### src/hdl/tbc_pkg.sv
package tbc_pkg;

  // Field widths of the stream words
  localparam int TILT_W    = 17;
  localparam int GYRO_W    = 17;
  localparam int WHEEL_W   = 16;
  localparam int DRIVE_W   = 9;
  localparam int STEER_W   = 12;
  localparam int DUTY_W    = 13;
  localparam int SERVO_W   = 12;
  localparam int IN_DATA_W  = 72;
  localparam int OUT_DATA_W = 48;

  // Internal term widths (independent of the filter fraction)
  localparam int BALW = 28;   // balance PD term
  localparam int VELW = 30;   // velocity PI term
  localparam int SUMW = 31;   // main command before clamp

  // Fixed scalars
  localparam int KI_FRAC         = 16;
  localparam int SPEED_INT_LIMIT = 20000;
  localparam int PWM_FULL        = 7200;
  localparam int DUTY_OFFSET     = 100;
  localparam int DUTY_LIMIT_MAX  = 7100;
  localparam int DRIVE_SCALE     = 40;
  localparam int GYRO_OFFSET     = 40;
  localparam int TILT_LOW        = 15360;
  localparam int TILT_HIGH       = 30720;
  localparam int SERVO_BASE      = 2000;
  localparam int SERVO_OFFSET    = 125;

  // One result word
  typedef struct packed {
    logic               main_dir;
    logic [DUTY_W-1:0]  main_duty;
    logic               drive_dir;
    logic [DUTY_W-1:0]  drive_duty;
    logic [SERVO_W-1:0] servo_pulse;
    logic               tilt_ok;
  } res_t;

endpackage

### src/hdl/tbc_mul.sv
module tbc_mul #(
  parameter int AW = 34,
  parameter int BW = 17
) (
  input  logic                     clk,
  input  logic signed [AW-1:0]     a_i,
  input  logic signed [BW-1:0]     b_i,
  output logic signed [AW+BW-1:0]  p_r
);

  // Shared signed multiplier, product registered
  always_ff @(posedge clk) begin
    p_r <= (AW+BW)'(a_i) * (AW+BW)'(b_i);
  end

endmodule

### src/hdl/tbc_fmt.sv
module tbc_fmt (
  input  logic signed [tbc_pkg::SUMW-1:0]    cmd_i,
  input  logic        [tbc_pkg::DUTY_W-1:0]  limit_i,
  input  logic signed [tbc_pkg::DRIVE_W-1:0] drive_i,
  input  logic signed [tbc_pkg::STEER_W-1:0] steer_i,
  input  logic                               tilt_ok_i,
  output tbc_pkg::res_t                      res_o
);
  import tbc_pkg::*;

  logic        [DUTY_W-1:0]  lim;
  logic signed [SUMW-1:0]    lim_s;
  logic signed [SUMW-1:0]    main_c;
  logic signed [SUMW-1:0]    main_mag;
  logic signed [15:0]        lim16;
  logic signed [15:0]        drv_x;
  logic signed [15:0]        drv_c;
  logic signed [15:0]        drv_mag;
  logic signed [12:0]        half_t;
  logic signed [12:0]        half_s;
  logic signed [12:0]        sv_t;

  // Duty limit saturates so duties stay in range
  assign lim   = (limit_i > DUTY_W'(DUTY_LIMIT_MAX)) ? DUTY_W'(DUTY_LIMIT_MAX) : limit_i;
  assign lim_s = $signed(SUMW'(lim));
  assign lim16 = $signed(16'(lim));

  // Main motor: clamp, magnitude, offset
  always_comb begin
    priority if (cmd_i > lim_s) begin
      main_c = lim_s;
    end else if (cmd_i < -lim_s) begin
      main_c = -lim_s;
    end else begin
      main_c = cmd_i;
    end
  end
  assign main_mag = main_c[SUMW-1] ? -main_c : main_c;

  // Drive motor: scale, clamp, inverted duty when reversing
  assign drv_x = 16'(drive_i) * 16'(DRIVE_SCALE);
  always_comb begin
    priority if (drv_x > lim16) begin
      drv_c = lim16;
    end else if (drv_x < -lim16) begin
      drv_c = -lim16;
    end else begin
      drv_c = drv_x;
    end
  end
  assign drv_mag = drv_c[15] ? -drv_c : drv_c;

  // Servo: steer/2 rounds toward zero
  assign half_t = 13'(steer_i) + (steer_i[STEER_W-1] ? 13'sd1 : 13'sd0);
  assign half_s = half_t >>> 1;
  assign sv_t   = 13'(SERVO_BASE) - half_s - 13'(SERVO_OFFSET);

  always_comb begin
    res_o.main_dir    = ~main_c[SUMW-1];
    res_o.main_duty   = main_mag[DUTY_W-1:0] + DUTY_W'(DUTY_OFFSET);
    res_o.drive_dir   = drv_c[15];
    res_o.drive_duty  = drv_c[15] ? (DUTY_W'(PWM_FULL) - drv_mag[DUTY_W-1:0])
                                  : drv_mag[DUTY_W-1:0];
    res_o.servo_pulse = sv_t[SERVO_W-1:0];
    res_o.tilt_ok     = tilt_ok_i;
  end

endmodule

### src/hdl/tilt_balance_cascade_pid_top.sv
// Cascaded balance controller, one control tick per input word.
// Input stream (in_*): one word carries tilt angle, gyro rate, encoder count,
// drive and steer commands. Output stream (out_*): one result word per input
// word with direction bits, motor duties, servo compare value and tilt flag.
// Config port (cfg_*): write-only gains, set point and duty limit; write only
// while no word is in flight.
// Structure: a single signed multiplier is shared by a sequencer that walks
// eleven steps (PD terms, filter, integral, PI terms, sum, format); a new
// input word is taken only when the sequencer is back in its idle step.
// The output word sits in its own register: the next input word is accepted
// while a result still waits. If the receiver stalls, the sequencer holds in
// its final step until the output register frees up.
// Reset (rst_n low, synchronous) restores the default registers and clears
// the speed filter and speed integral.
module tilt_balance_cascade_pid_top #(
  parameter int COEF_FRAC_BITS = 16
) (
  input  logic        clk,
  input  logic        rst_n,
  input  logic        in_tvalid,
  output logic        in_tready,
  // tilt_angle[16:0], gyro_rate[33:17], wheel_count[49:34], drive_cmd[58:50],
  // steer_cmd[70:59], zero pad[71]
  input  logic [tbc_pkg::IN_DATA_W-1:0]  in_tdata,
  output logic        out_tvalid,
  input  logic        out_tready,
  // main_dir[0], main_duty[13:1], drive_dir[14], drive_duty[27:15],
  // servo_pulse[39:28], tilt_ok[40], zero pad[47:41]
  output logic [tbc_pkg::OUT_DATA_W-1:0] out_tdata,
  input  logic        cfg_we,
  input  logic [2:0]  cfg_addr,
  input  logic [15:0] cfg_wdata
);
  import tbc_pkg::*;

  localparam int F  = COEF_FRAC_BITS;
  localparam int FW = F + 18;                    // filtered speed
  localparam int IW = F + 16;                    // speed integral
  localparam int BW = (F + 1 > 17) ? F + 1 : 17; // gain operand
  localparam int PW = FW + BW;                   // product / accumulator

  localparam longint ONE_L  = longint'(1) << F;
  localparam longint CA_L   = ((longint'(65) << F) + 50) / 100;
  localparam longint CB_L   = ONE_L - CA_L;
  localparam longint HALF_L = ONE_L >> 1;
  localparam logic signed [FW:0] ILIM_P = (FW+1)'(longint'(SPEED_INT_LIMIT) << F);

  // Register indexes
  localparam logic [2:0] REG_CENTER = 3'd0;
  localparam logic [2:0] REG_BKP    = 3'd1;
  localparam logic [2:0] REG_BKD    = 3'd2;
  localparam logic [2:0] REG_SKP    = 3'd3;
  localparam logic [2:0] REG_SKI    = 3'd4;
  localparam logic [2:0] REG_LIMIT  = 3'd5;

  // Sequencer steps
  localparam logic [3:0] S_IDLE = 4'd0;
  localparam logic [3:0] S_BP   = 4'd1;
  localparam logic [3:0] S_BD   = 4'd2;
  localparam logic [3:0] S_FA   = 4'd3;
  localparam logic [3:0] S_FB   = 4'd4;
  localparam logic [3:0] S_FC   = 4'd5;
  localparam logic [3:0] S_INT  = 4'd6;
  localparam logic [3:0] S_VK   = 4'd7;
  localparam logic [3:0] S_VS   = 4'd8;
  localparam logic [3:0] S_VT   = 4'd9;
  localparam logic [3:0] S_SUM  = 4'd10;
  localparam logic [3:0] S_OUT  = 4'd11;

  // Configuration
  logic [14:0]       center_r;
  logic [11:0]       bkp_r;
  logic [7:0]        bkd_r;
  logic [9:0]        skp_r;
  logic [15:0]       ski_r;
  logic [DUTY_W-1:0] limit_r;

  // Latched input word
  logic signed [TILT_W-1:0]  angle_r;
  logic signed [GYRO_W-1:0]  gyro_r;
  logic signed [WHEEL_W-1:0] wheel_r;
  logic signed [DRIVE_W-1:0] drive_r;
  logic signed [STEER_W-1:0] steer_r;

  // Sequencer and datapath registers
  logic [3:0]             state_r, state_nxt;
  logic signed [PW-1:0]   acc_r, acc_nxt;
  logic signed [BALW-1:0] bal_r, bal_nxt;
  logic signed [FW-1:0]   filt_r, filt_nxt;
  logic signed [IW-1:0]   integ_r, integ_nxt;
  logic                   brnz_r, brnz_nxt;
  logic signed [VELW-1:0] vel_r, vel_nxt;
  logic signed [SUMW-1:0] sum_r, sum_nxt;
  logic                   ovalid_r, ovalid_nxt;
  res_t                   ores_r, ores_nxt;

  logic signed [FW-1:0]   mul_a;
  logic signed [BW-1:0]   mul_b;
  logic signed [PW-1:0]   prod_r;
  logic signed [PW-1:0]   bal_x;
  logic signed [PW-1:0]   bal_t;
  logic signed [PW-1:0]   filt_rnd;
  logic signed [FW:0]     isum;
  logic signed [PW-1:0]   s_sum;
  logic signed [PW-1:0]   vel_t;
  logic                   tilt_ok;
  logic                   in_fire;
  res_t                   fmt_res;

  // No word is taken while reset is held
  assign in_tready = rst_n && (state_r == S_IDLE);
  assign in_fire   = in_tvalid && in_tready;

  // Configuration writes
  always_ff @(posedge clk) begin
    if (!rst_n) begin
      center_r <= 15'd23040;
      bkp_r    <= 12'd750;
      bkd_r    <= 8'd4;
      skp_r    <= 10'd50;
      ski_r    <= 16'd1311;
      limit_r  <= 13'd6900;
    end else if (cfg_we) begin
      unique case (cfg_addr)
        REG_CENTER: center_r <= cfg_wdata[14:0];
        REG_BKP:    bkp_r    <= cfg_wdata[11:0];
        REG_BKD:    bkd_r    <= cfg_wdata[7:0];
        REG_SKP:    skp_r    <= cfg_wdata[9:0];
        REG_SKI:    ski_r    <= cfg_wdata;
        REG_LIMIT:  limit_r  <= cfg_wdata[DUTY_W-1:0];
        default: ;
      endcase
    end
  end

  // Input capture
  always_ff @(posedge clk) begin
    if (in_fire) begin
      angle_r <= in_tdata[16:0];
      gyro_r  <= in_tdata[33:17];
      wheel_r <= in_tdata[49:34];
      drive_r <= in_tdata[58:50];
      steer_r <= in_tdata[70:59];
    end
  end

  // Multiplier operand schedule
  always_comb begin
    unique case (state_r)
      S_BP: begin
        mul_a = FW'(angle_r) - FW'($signed({1'b0, center_r}));
        mul_b = $signed(BW'(bkp_r));
      end
      S_BD: begin
        mul_a = FW'(gyro_r) - FW'(GYRO_OFFSET);
        mul_b = $signed(BW'(bkd_r));
      end
      S_FA: begin
        mul_a = filt_r;
        mul_b = BW'(CA_L);
      end
      S_FB: begin
        mul_a = FW'(wheel_r);
        mul_b = BW'(CB_L);
      end
      S_INT: begin
        mul_a = filt_r;
        mul_b = $signed(BW'(skp_r));
      end
      S_VK: begin
        mul_a = FW'(integ_r);
        mul_b = $signed(BW'(ski_r));
      end
      default: begin
        mul_a = '0;
        mul_b = '0;
      end
    endcase
  end

  tbc_mul #(
    .AW (FW),
    .BW (BW)
  ) u_mul (
    .clk (clk),
    .a_i (mul_a),
    .b_i (mul_b),
    .p_r (prod_r)
  );

  // Balance term: truncate toward zero
  assign bal_x = acc_r + (prod_r <<< 8);
  assign bal_t = bal_x + (bal_x[PW-1] ? PW'(255) : '0);

  // Filter rounding, integral sum
  assign filt_rnd = prod_r + PW'(HALF_L);
  assign isum     = (FW+1)'(integ_r) + (FW+1)'(filt_r);

  // Velocity term: fold integral part in, then truncate toward zero
  assign s_sum = acc_r + (prod_r >>> KI_FRAC);
  assign vel_t = acc_r + (acc_r[PW-1] ? (PW'(ONE_L - 1) + PW'(brnz_r)) : '0);

  assign tilt_ok = (angle_r > TILT_LOW) && (angle_r < TILT_HIGH);

  tbc_fmt u_fmt (
    .cmd_i     (sum_r),
    .limit_i   (limit_r),
    .drive_i   (drive_r),
    .steer_i   (steer_r),
    .tilt_ok_i (tilt_ok),
    .res_o     (fmt_res)
  );

  // Sequencer
  always_comb begin
    state_nxt  = state_r;
    acc_nxt    = acc_r;
    bal_nxt    = bal_r;
    filt_nxt   = filt_r;
    integ_nxt  = integ_r;
    brnz_nxt   = brnz_r;
    vel_nxt    = vel_r;
    sum_nxt    = sum_r;
    ovalid_nxt = ovalid_r && !out_tready;
    ores_nxt   = ores_r;
    unique case (state_r)
      S_IDLE: begin
        if (in_tvalid) state_nxt = S_BP;
      end
      S_BP: state_nxt = S_BD;
      S_BD: begin
        acc_nxt   = prod_r;
        state_nxt = S_FA;
      end
      S_FA: begin
        bal_nxt   = BALW'(bal_t >>> 8);
        state_nxt = S_FB;
      end
      S_FB: begin
        filt_nxt  = FW'(filt_rnd >>> F);
        state_nxt = S_FC;
      end
      S_FC: begin
        filt_nxt  = filt_r + FW'(prod_r);
        state_nxt = S_INT;
      end
      S_INT: begin
        priority if (isum > ILIM_P) begin
          integ_nxt = IW'(ILIM_P);
        end else if (isum < -ILIM_P) begin
          integ_nxt = IW'(-ILIM_P);
        end else begin
          integ_nxt = IW'(isum);
        end
        state_nxt = S_VK;
      end
      S_VK: begin
        acc_nxt   = prod_r;
        state_nxt = S_VS;
      end
      S_VS: begin
        acc_nxt   = s_sum;
        brnz_nxt  = |prod_r[KI_FRAC-1:0];
        state_nxt = S_VT;
      end
      S_VT: begin
        vel_nxt   = VELW'(vel_t >>> F);
        state_nxt = S_SUM;
      end
      S_SUM: begin
        sum_nxt   = tilt_ok ? (SUMW'(bal_r) + SUMW'(vel_r)) : '0;
        state_nxt = S_OUT;
      end
      S_OUT: begin
        if (!ovalid_r || out_tready) begin
          ovalid_nxt = 1'b1;
          ores_nxt   = fmt_res;
          state_nxt  = S_IDLE;
        end
      end
      default: state_nxt = S_IDLE;
    endcase
  end

  always_ff @(posedge clk) begin
    if (!rst_n) begin
      state_r  <= S_IDLE;
      ovalid_r <= 1'b0;
      filt_r   <= '0;
      integ_r  <= '0;
    end else begin
      state_r  <= state_nxt;
      ovalid_r <= ovalid_nxt;
      filt_r   <= filt_nxt;
      integ_r  <= integ_nxt;
    end
  end

  always_ff @(posedge clk) begin
    acc_r  <= acc_nxt;
    bal_r  <= bal_nxt;
    brnz_r <= brnz_nxt;
    vel_r  <= vel_nxt;
    sum_r  <= sum_nxt;
    ores_r <= ores_nxt;
  end

  assign out_tvalid = ovalid_r;
  assign out_tdata  = {7'd0, ores_r.tilt_ok, ores_r.servo_pulse, ores_r.drive_duty,
                       ores_r.drive_dir, ores_r.main_duty, ores_r.main_dir};

`ifndef ASSERT_OFF
  // Accepted word starts the multiply schedule
  a_start: assert property (@(posedge clk) disable iff (!rst_n)
    in_fire |=> state_r == S_BP)
    else $error("sequencer did not start after accept");

  // Integral stays inside its clamp
  a_integ: assert property (@(posedge clk) disable iff (!rst_n)
    ((FW+1)'(integ_r) <= ILIM_P) && ((FW+1)'(integ_r) >= -ILIM_P))
    else $error("speed integral out of range");

  // Tilt out of window gives zero main command
  a_tilt: assert property (@(posedge clk) disable iff (!rst_n)
    (ovalid_r && !ores_r.tilt_ok) |->
      (ores_r.main_dir && ores_r.main_duty == DUTY_W'(DUTY_OFFSET)))
    else $error("main command not zero outside tilt window");

  // Main duty within offset and full scale
  a_duty: assert property (@(posedge clk) disable iff (!rst_n)
    ovalid_r |-> (ores_r.main_duty >= DUTY_W'(DUTY_OFFSET)) &&
                 (ores_r.main_duty <= DUTY_W'(PWM_FULL)))
    else $error("main duty out of range");

  // Result register loads only in the final step
  a_load: assert property (@(posedge clk) disable iff (!rst_n)
    $rose(ovalid_r) |-> $past(state_r) == S_OUT)
    else $error("result word appeared outside final step");
`endif

endmodule
### config.mk
export PLATFORM = sky130hd
export DESIGN_NAME = tilt_balance_cascade_pid_top
export DESIGN_NICKNAME = d
export VERILOG_FILES = /design/src/hdl/tbc_pkg.sv /design/src/hdl/tbc_mul.sv /design/src/hdl/tbc_fmt.sv /design/src/hdl/tilt_balance_cascade_pid_top.sv
export SDC_FILE = /design/constraint.sdc
export NUM_CORES = 2
export LEC_CHECK = 0
export BUFFER_PORTS_ARGS = -buffer_cell sky130_fd_sc_hd__buf_4
export CORE_MARGIN = 2
export CORE_UTILIZATION = 30
export CTS_CLUSTER_SIZE = 20
export DETAILED_ROUTE_END_ITERATION = 16
export GPL_TIMING_DRIVEN = 0
export PLACE_DENSITY = 0.54
export SLEW_MARGIN = 15
export SYNTH_ARGS = -nofsm -noshare
export SYNTH_HDL_FRONTEND = slang
export SYNTH_HIERARCHICAL = 1
export SYNTH_SLANG_ARGS = --single-unit
### constraint.sdc
create_clock -name clk -period 9.6 [get_ports clk]
set_clock_uncertainty 0.1 [all_clocks]
set_input_delay 0 -clock clk [delete_from_list [all_inputs] [get_ports clk]]
set_output_delay 0 -clock clk [all_outputs]
set_load 0.005 [all_outputs]
==> flow_summary.ini <==
[detailed_routing]
wl_per_cell_um = 21.9
finalWirelength_mm = 197
vias = 47500
avgViaCountPerCell = 5.29
drt_pass1_iterations = 8
ant_nets = 0
drcViolationCount = 0
drt-initial-drc-count = 4189

[clock_network]
path_clk_slew_ps = 60
numCtsBuffers = 53
cts_root_buffer = clkbuf_16
h-tree-depth = 2
clock_sinks = 449
clk_latency_ps = 660
cts_tree = built
cts.path.max_buffers = 3

[place]
io_buffers = 136
gp_congestion = 0.960
place_inst = 8677
preCtsSetupSlack_ps = -1540
dpl.hpwl_mm = 157

[timing]
finalSetupViolCount = 0
tightest_slew_ps = 1150
period_needed_ps = 9380
fin_tns_setup_ps = 0
hold_ws_ps = 98.5
clock.fmax_ghz = 0.107
final.period_utilization_pct = 97.7
hold_viol = 0
maxSlewHeadroom_pct = 23.6
slew_violations = 0
setup_ws_ps = 218

[synthesis]
ys_seq_elements = 449
ys_seq_area_share_pct = 21.3
synth_edf_count = 253
postSynth.asyncResetShare_pct = 0
synthFlopType = edfxtp_1
synth_cell_types = 126
synthesis.area_mm2 = 0.0542
netlist_instances = 6166
yosysWarnings = 6
avgSynthCellArea_um2 = 8.78

[final_layout]
multi_input_area_mm2 = 0.0394
area_growth_pct = 15.9
seqCellArea_mm2 = 0.0115
final_common_cell = nand2_1
nets = 7648
final_cell_mix = nand2_1 (805), inv_1 (720), fa_1 (552)
fin_cells = 8974
fillers = 18500
layout-drive-gt1-share_pct = 8.04

[global_route]
grt_max_degree = 52
grt_pass1_wl_mm = 294
grt_pass1_vias = 46900
grt_util_all_layers_pct = 20.8
antenna_found_initial = 6
grt.overflow.total = 0

[min_path]
holdPathEnd = center_r[12]
whs_path_depth = 4
hold_class = in2reg
hold_start = cfg_wdata[12]

[die]
die_h_um = 429
die_area_mm2 = 0.184
rows = 155
start_util_pct = 30.3
dieWidth_um = 429
coreArea_mm2 = 0.179
io_pins = 146

[pwr]
ir_worst_vdd_mv = 0.190
power_leakage_nw = 27.6
power_density_mw_per_mm2 = 269

[critical_path]
cp_slowest_cell = fa_1
r2r_slack_ps = 220
critPathTopFamily = adder cells
reg2reg_from = state_r[0]
crit_arrival_ps = 9820
crit_path_end_kind = register
crit_path_max_fanout = 10
ff2ff_path_depth = 31
crit_top_cell = fa_1
cp-start-kind = register
cpPeakStageDelay_ps = 560
required_ps = 10030
crit_type = reg2reg
timing.rr.end = u_mul/p_r[42]
path_buf_inv = 10

[status]
outcome = complete, no violations

[run]
cap_violations = 0
[power by group]
group	total (mW)	internal [mW]	switching (mW)
Combinational	11.5	4.45	7.09
Sequential	3.20	2.52	0.678
Clock	2.17	1.27	0.902
Total	16.9	8.24	8.67
[synthesized netlist by cell type, drive strengths merged (11+ instances only)]
cell,n,area [µm²]
o31ai,41,318
ha,424,5310
inv,722,2710
nor3,103,542
a222oi,23,230
or3,43,269
o21bai,38,293
o21ai,274,1380
or4,17,131
nand2,824,3090
xnor2,229,2010
a21boi,63,473
a221oi,18,181
mux2i,23,234
a31oi,50,343
o221ai,17,149
a21oi,307,1550
nand2b,47,294
nand3,160,811
a21o,125,938
and4,13,114
a211o,16,141
a31o,13,114
nand4,63,415
and2,279,1750
and3,60,377
nor2,304,1140
o22ai,11,81.3
clkbuf,209,785
nor2b,45,282
a22oi,28,210
edfxtp,253,7600
nor3b,17,128
a211oi,43,348
o211a,14,140
buf,39,244
o211ai,38,305
or2,30,188
fa,558,11200
xor2,124,1090
dfxtp,196,3920
o21a,56,420
o2111ai,17,155
nor4,36,255
[worst reg2reg max path: cells and delay by family (launching register included)]
kind                     cells  cell delay [ps]
AO/OA/AOI/OAI                7             1220
flip-flops                   1              320
AND/OR/NAND/NOR              7             1880
buffers and inverters       10             2250
adder cells (fa/ha/maj)      7             3490
[layout make-up]
cell class              instances  area share (%)
well taps                    2355            4.69
multi-input cells            4758            62.8
clock buffers                  69            2.45
plain buffers                 243            1.85
flip-flops and latches        449            18.3
repair buffers                343            4.97
diodes                          6          0.0239
clock inverters                29           0.544
inverters                     722            4.32
[registers in the layout, summed over array words and instances, names as in the netlist, 4 cells and up]
register   flops
gyro_r        17
filt_r        34
center_r      15
vel_r         30
wheel_r       16
drive_r        9
skp_r         10
steer_r       12
bkd_r          8
sum_r         31
u_mul/p_r     51
integ_r       32
acc_r         51
ski_r         16
state_r        4
bal_r         28
out_tdata     41
limit_r       13
bkp_r         12
angle_r       17
[through the flow]
stage	util, %	power, mW	cell area [µm²]
after global routing	35.1	18.3	62800
after detailed placement	32.6	14.2	58400
after global placement	32.5	14.1	58200
after floorplan	-	10.8	54200
final	35.1	16.9	62800
after CTS	34.8	16.6	62400
[cells by family after synthesis]
family / share of synthesized area [%]
AO/OA/AOI/OAI: 16.4
XOR/XNOR: 5.75
adder cells (fa/ha/maj): 30.5
buffers and inverters: 6.90
flip-flops: 21.3
multiplexers: 0.453
other: 0.00692
AND/OR/NAND/NOR: 18.7
[routing by layer]
| metal | part of all wire [%] | track usage, % |
|---|---|---|
| met5 | 0 | 0 |
| met4 | 3.7 | 7.22 |
| met3 | 6.7 | 2.93 |
| met2 | 46 | 33.6 |
| met1 | 44 | 28.3 |
[how the worst max path moves through the flow]
| stage | cells after the start | end | slack (ps) | start |
|---|---|---|---|---|
| 2_1_floorplan | 32 | u_mul/p_r[48] | 830 | angle_r[1] |
| 3_3_place_gp | 32 | u_mul/p_r[48] | -2490 | angle_r[1] |
| 3_5_place_dp | 31 | u_mul/p_r[50] | -1540 | state_r[1] |
| 4_1_cts | 36 | u_mul/p_r[47] | -20 | angle_r[0] |
| 5_1_grt | 37 | u_mul/p_r[47] | -40 | angle_r[0] |
| 6_report | 31 | u_mul/p_r[42] | 220 | state_r[0] |
[repair_timing]
item	CTS	global route
hold endpoints to repair	189	0
hold buffers	174	0
gates resized for setup	119	93
setup endpoints to repair	34	27
pin swaps	7	27
setup buffers	4	18
cloned	0	2
(Power assumes the default switching activity.)
